### config.mk
export PLATFORM = sky130hd
export DESIGN_NAME = trd_div
export DESIGN_NICKNAME = d
export VERILOG_FILES = /design/src/rtl/trd_pkg.sv /design/src/rtl/trd_div.sv
export SDC_FILE = /design/constraint.sdc
export NUM_CORES = 2
export LEC_CHECK = 0
export CAP_MARGIN = 30
export CORE_AREA = 3 3 519 418
export DETAILED_ROUTE_END_ITERATION = 6
export DIE_AREA = 0 0 522 421
export DONT_BUFFER_PORTS = 1
export PLACE_DENSITY = 0.55
export SLEW_MARGIN = 30
export SYNTH_ARGS = -nofsm -noshare
export SYNTH_HDL_FRONTEND = slang
export SYNTH_SLANG_ARGS = --single-unit
### constraint.sdc
create_clock -name clk_i -period 9.6 [get_ports clk_i]
set_input_delay 0.48 -clock clk_i [delete_from_list [all_inputs] [get_ports clk_i]]
set_output_delay 0.48 -clock clk_i [all_outputs]
set_load 0.005 [all_outputs]
### src/rtl/trd_pkg.sv
// Package for the triangle residual distribution block.
// Holds shared types, pipeline constants and fixed-point helpers; no dependencies.
`timescale 1ns / 1ps
`default_nettype none

package trd_pkg;

  localparam int QW         = 32;
  localparam int DIV_BITS   = 2;
  localparam int DIV_STAGES = QW / DIV_BITS;
  localparam int TRD_LAT    = 2 * DIV_STAGES + 14;

  typedef logic signed [QW-1:0] q_t;

  typedef enum logic [1:0] {
    KIND_N   = 2'd0,
    KIND_LDA = 2'd1,
    KIND_LIM = 2'd2
  } kind_e;

  typedef struct packed {
    kind_e      kind;
    logic       degen;
    logic       in_neg;
    logic       in_ovf;
    logic       out_neg;
    logic       out_ovf;
    q_t [2:0]   u;
    q_t [2:0]   kp;
  } side1_t;

  typedef struct packed {
    kind_e      kind;
    logic       degen;
    logic       fi_zero;
    logic       fi_neg;
    q_t [2:0]   d;
  } side2_t;

  typedef struct packed {
    logic [32:0] rem;
    logic [31:0] low;
    logic [31:0] quo;
    logic [32:0] den;
  } div_st_t;

  // magnitude plus sign back to a saturated 32-bit value
  function automatic q_t sat_mag(logic neg, logic [63:0] m);
    logic [63:0] c;
    c = (m > 64'h8000_0000) ? 64'h8000_0000 : m;
    if (neg) begin
      return q_t'(32'd0 - c[31:0]);
    end
    return c[31] ? q_t'(32'h7fff_ffff) : q_t'(c[31:0]);
  endfunction

  function automatic q_t sat34(logic signed [33:0] v);
    if (v > 34'sd2147483647) begin
      return q_t'(32'h7fff_ffff);
    end
    if (v < -34'sd2147483648) begin
      return q_t'(32'h8000_0000);
    end
    return q_t'(v[31:0]);
  endfunction

  function automatic logic signed [63:0] mul32s(q_t a, q_t b);
    return 64'(a) * 64'(b);
  endfunction

  function automatic logic [63:0] mul32u(logic [31:0] a, logic [31:0] b);
    return 64'(a) * 64'(b);
  endfunction

  // Q16.16 product rounding, nearest with ties away from zero
  function automatic q_t fmul_round(logic signed [63:0] p);
    logic [63:0] m;
    m = p[63] ? (64'd0 - $unsigned(p)) : $unsigned(p);
    m = (m + 64'h8000) >> 16;
    return sat_mag(p[63], m);
  endfunction

endpackage

`default_nettype wire

### src/rtl/trd_div.sv
// Pipelined restoring divider, two quotient bits per stage.
// Requires num_i[63:32] < den_i; uses trd_pkg.
`timescale 1ns / 1ps
`default_nettype none

module trd_div (
  input  logic        clk_i,
  input  logic        rst_ni,
  input  logic        vld_i,
  input  logic [63:0] num_i,
  input  logic [32:0] den_i,
  output logic        vld_o,
  output logic [31:0] quo_o
);
  import trd_pkg::*;

  function automatic div_st_t div_step(div_st_t s);
    div_st_t     r;
    logic [33:0] t;
    r = s;
    for (int b = 0; b < DIV_BITS; b++) begin
      t     = {r.rem, r.low[QW-1]};
      r.low = {r.low[QW-2:0], 1'b0};
      if (t >= {1'b0, r.den}) begin
        t     = t - {1'b0, r.den};
        r.quo = {r.quo[QW-2:0], 1'b1};
      end else begin
        r.quo = {r.quo[QW-2:0], 1'b0};
      end
      r.rem = t[32:0];
    end
    return r;
  endfunction

  div_st_t                 init;
  div_st_t                 st_d [DIV_STAGES];
  div_st_t                 st_q [DIV_STAGES];
  logic [DIV_STAGES-1:0]   vld_q;

  always_comb begin
    init.rem = {1'b0, num_i[63:32]};
    init.low = num_i[31:0];
    init.quo = '0;
    init.den = den_i;
    st_d[0]  = div_step(init);
    for (int j = 1; j < DIV_STAGES; j++) begin
      st_d[j] = div_step(st_q[j-1]);
    end
  end

  always_ff @(posedge clk_i) begin
    st_q <= st_d;
  end

  always_ff @(posedge clk_i or negedge rst_ni) begin
    if (!rst_ni) begin
      vld_q <= '0;
    end else begin
      vld_q <= {vld_q[DIV_STAGES-2:0], vld_i};
    end
  end

  assign vld_o = vld_q[DIV_STAGES-1];
  assign quo_o = st_q[DIV_STAGES-1].quo;

endmodule

`default_nettype wire

== Yosys cells after proc, flatten, opt, wreduce, memory -nomap -nowiden ==
Index checks and enable logic that the tools add are counted.

* Output and inout bits: 33
* Logic and storage cells: 188
* Register bits: 1518

* $add $sub $neg: 31
* Mux-type cells: 63
* $lt $le $gt $ge: 32

{| class="wikitable"
|+ Operators with widths
! operator !! number
|-
| $ge A34 B33 Y1 || 31
|-
| $mux W33 || 31
|-
| $sub A33 B33 Y33 || 31
|-
| $ge A33 B33 Y1 || 1
|-
| $mux W1 || 32
|}

== Longest topological paths before layout ==
* Depth in word-level cells: 4
* Gate-level depth with buffers: 32

== Worst setup path before layout ==
Ideal clock, no wire load.

* Path kind: flip-flop to flip-flop
* From: register st_q, in the netlist st_d[520]
* To: register st_q[634] (netlist name)
* Slack: 3.498 ns
* Required time: 9.477 ns
* Clock period less this slack: 6.102 ns
* Path buffers: 3
* Data arrival time: 5.979 ns
* Cell stages (with the launch flop): 28
* Cells stage by stage: dfxtp_1 ha_1 inv_1 fa_1 a21o_1 a21o_1 a2111oi_2 or3_1 a31oi_2 o311ai_4 a31oi_1 nor3_2 buf_2 mux2_2 ha_1 a21o_1 a21o_1 a21o_1 a2111oi_2 nor3_1 a31o_1 a211o_1 a41oi_2 o31a_1 buf_4 inv_2 buf_6 mux2_1

{| class="wikitable"
|+ RTL lines
! what !! line !! source
|-
| from (decl) || trd_div.sv:37 || <nowiki>div_st_t st_q [DIV_STAGES];</nowiki>
|-
| from (signal assigned) || trd_div.sv:52 || <nowiki>st_q <= st_d;</nowiki>
|}

==> results.py <==
metrics = {
    "synth": {
        "synthTopCellsByCount": "dfxtp_1, ha_1, a21oi_1",
        "yosysMostFrequentCell": "dfxtp_1",
        "yosysTopAreaCell": "dfxtp_1",
        "synth-seq-cells": 1518,
        "yosysSeqAreaShare_pct": 32.0,
        "async_flop_share_pct": 1.05,
        "synthesis.area_um2": 95300,
        "synth_cell_type_count": 114,
        "yosysWarnings": 0,
        "synth_top_cell_area_share_pct": 31.6,
        "syn_area_per_cell_um2": 8.85,
        "ys.flop_type": "dfxtp_1",
        "synthCells": 10800,
        "synth_edf_count": 0,
        "yosys-top-cells-area": "dfxtp_1, ha_1, mux2_2",
        "syn_nets": 11900,
    },
    "clocking": {
        "clk_pin_slew_ns": 0.07,
        "clockBufferDepth": 4,
        "hold_buffers": 85,
        "cts_htree_levels": 4,
        "post_cts_resize_count": 0,
        "clock_latency_ns": 0.86,
        "post_cts_buffers": 0,
        "numCtsBuffers": 167,
        "cts_tree": "done",
        "clock-sinks": 1518,
        "root_buffer": "clkbuf_16",
    },
    "route": {
        "route.detailed.drc": 0,
        "viasPerCell": 5.63,
        "dr.pass1.iters": 6,
        "drt_iter0_drc": 5312,
        "vias": 77600,
        "routedWlPerCell_um": 20.1,
        "route.final.wire_length_um": 277000,
        "ant_nets": 0,
    },
    "cells_and_area": {
        "fin_area_um2": 105000,
        "fillers": 20100,
        "nets": 12000,
        "area_growth_pct": 9.71,
        "register_area_um2": 30500,
        "multi_input_area_um2": 60400,
        "fin_cells": 13800,
        "drive_gt1_share_pct": 9.24,
    },
    "global_route": {
        "grt_pass1_vias": 75000,
        "grt_max_degree": 56,
        "antenna_found_initial": 17,
        "gr-total-overflow": 0,
        "grt_use_total_pct": 24.4,
        "grt_pass1_wl_um": 428000,
    },
    "timing": {
        "tns_ns": 0,
        "worstMarginPinSlew_ns": 1.15,
        "slew_headroom_pct": 22.9,
        "layout_setup_ws_ns": 1.61,
        "rsz0062_at_grt": "false",
        "fin_crit_ns": 7.99,
        "skew_ns": 0.0594,
        "fin_crit_sh_pct": 83.2,
        "fmax_mhz": 125,
        "hold_violations": 0,
        "drv_slew": 0,
        "setup_viol": 0,
    },
    "setup_path": {
        "ff2ff_path_depth": 26,
        "crit_top_cell": "a21oi_1",
        "cp.required_ns": 10.29,
        "endpoint_kind": "register",
        "cp.arrival_ns": 8.68,
        "worstPathMaxFanout": 34,
        "start_kind": "register",
        "worstSetupPathType": "register to register",
        "cpPeakStageDelay_ns": 0.67,
        "slowest_stage": "dfxtp_1",
    },
    "placement": {
        "postPlaceCellArea_um2": 98000,
        "port_buffers": 0,
        "dpl_worst_slack_ns": 1.69,
        "gp_congestion": 0.947,
        "hpwl_um": 227000,
        "placed_cells": 13400,
    },
    "die": {
        "initial_utilization_pct": 45.0,
        "rows": 151,
        "num_io_pins": 133,
        "die_w_um": 522,
        "die_area_um2": 220000,
        "die_height_um": 421,
        "core-area_um2": 212000,
    },
    "hold_path": {
        "hold_depth": 3,
        "holdCritPathClass": "primary input to register",
    },
    "run_status": {
        "outcome": "finished, final reports clean",
    },
    "run": {
        "drv_cap": 0,
    },
}
-- critical path, delay by kind of cell, from the launching register on --
| kind | cells | cell delay [ns] |
|---|---|---|
| AOI/OAI and AO/OA | 15 | 4.01 |
| DFF | 1 | 0.67 |
| buffers and inverters | 2 | 0.50 |
| and+or+nand+nor | 4 | 0.77 |
| adders and majority gates | 3 | 1.04 |
| muxes | 2 | 0.80 |
-- logic make-up after synthesis --
| group | count (synthesis) | synth area share [%] |
|---|---|---|
| compound gates | 3133 | 21.3 |
| mux | 595 | 7.18 |
| fa+ha+maj | 1087 | 14.5 |
| simple gates | 2486 | 12.6 |
| flops | 1518 | 32.0 |
| buf+inv | 1107 | 4.78 |
| xor+xnor | 834 | 7.67 |
-- sequential cells by signal, summed over array words and instances (netlist names) --
| signal | cells |
|---|---|
| st_d | 705 |
| st_q | 765 |
| quo_o | 32 |
| vld_q | 16 |
-- per-stage QoR --
| step | hold WS [ns] | util, % |
|---|---|---|
| 3_5_place_dp | 0.185 | 46.3 |
| 3_3_place_gp | 0.185 | 46.2 |
| 5_1_grt | 0.0428 | 49.4 |
| 6_report | 0.0389 | 49.4 |
| 2_1_floorplan | 0.184 | - |
| 4_1_cts | 0.00208 | 49.3 |
-- cell type report --
class / instances / area share [%]
Sequential cell: 1518 / 29.2
Inverter: 868 / 3.12
Clock inverter: 81 / 0.886
Antenna cell: 1 / 0.00239
Tap cell: 2830 / 3.39
Clock buffer: 214 / 4.49
Multi-Input combinational cell: 8135 / 57.8
Timing Repair Buffer: 129 / 1.22
-- routing by layer --
| layer | GRT usage (%) | up-vias | share of wire [%] |
|---|---|---|---|
| met3 | 3.69 | 416 | 5.6 |
| met1 | 32.3 | 36500 | 45 |
| li1 | - | 38700 | - |
| met5 | 0 | - | 0.019 |
| met4 | 7.13 | 8 | 3.2 |
| met2 | 40.9 | 2027 | 46 |
-- layout by cell type, fill, tap and decap left out, types with 36 or more instances in the layout --
cell	count
dfxtp_1	1502
ha_1	1056
a21oi_1	929
inv_1	856
nand2_1	742
o21ai_0	645
nor2_1	599
xnor2_1	575
a21o_1	507
mux2_2	475
xor2_1	259
nand3_1	192
nor3_1	169
clkbuf_16	169
o21bai_1	160
nand4_1	145
nand2b_1	133
nor2b_1	129
o21a_1	127
a31oi_1	93
a211oi_1	91
and3_1	88
dlygate4sd3_1	85
o31ai_1	80
or3_1	57
o211ai_1	52
mux2_4	50
a21boi_0	48
and2_1	45
buf_4	39
or2_2	38
mux2i_1	38
nor4_1	36
-- final timing paths --
check                      slack, ns          startpoint             endpoint
min in group asynchronous       0.14              rst_ni   vld_q[1]$_DFF_PN0_
max in group asynchronous       8.99              rst_ni  vld_q[14]$_DFF_PN0_
hold reg to reg                 0.30  st_q[1469]$_DFF_P_   st_q[1341]$_DFF_P_
setup reg to reg                1.61   st_d[780]$_DFF_P_    st_q[883]$_DFF_P_
setup / recovery                1.61   st_d[780]$_DFF_P_    st_q[883]$_DFF_P_
hold / removal                  0.04           num_i[63]   st_q[2079]$_DFF_P_
Power is left out: the tool's default activity adds up to more than one toggle a clock period on the data nets, which glitch-free logic cannot reach.
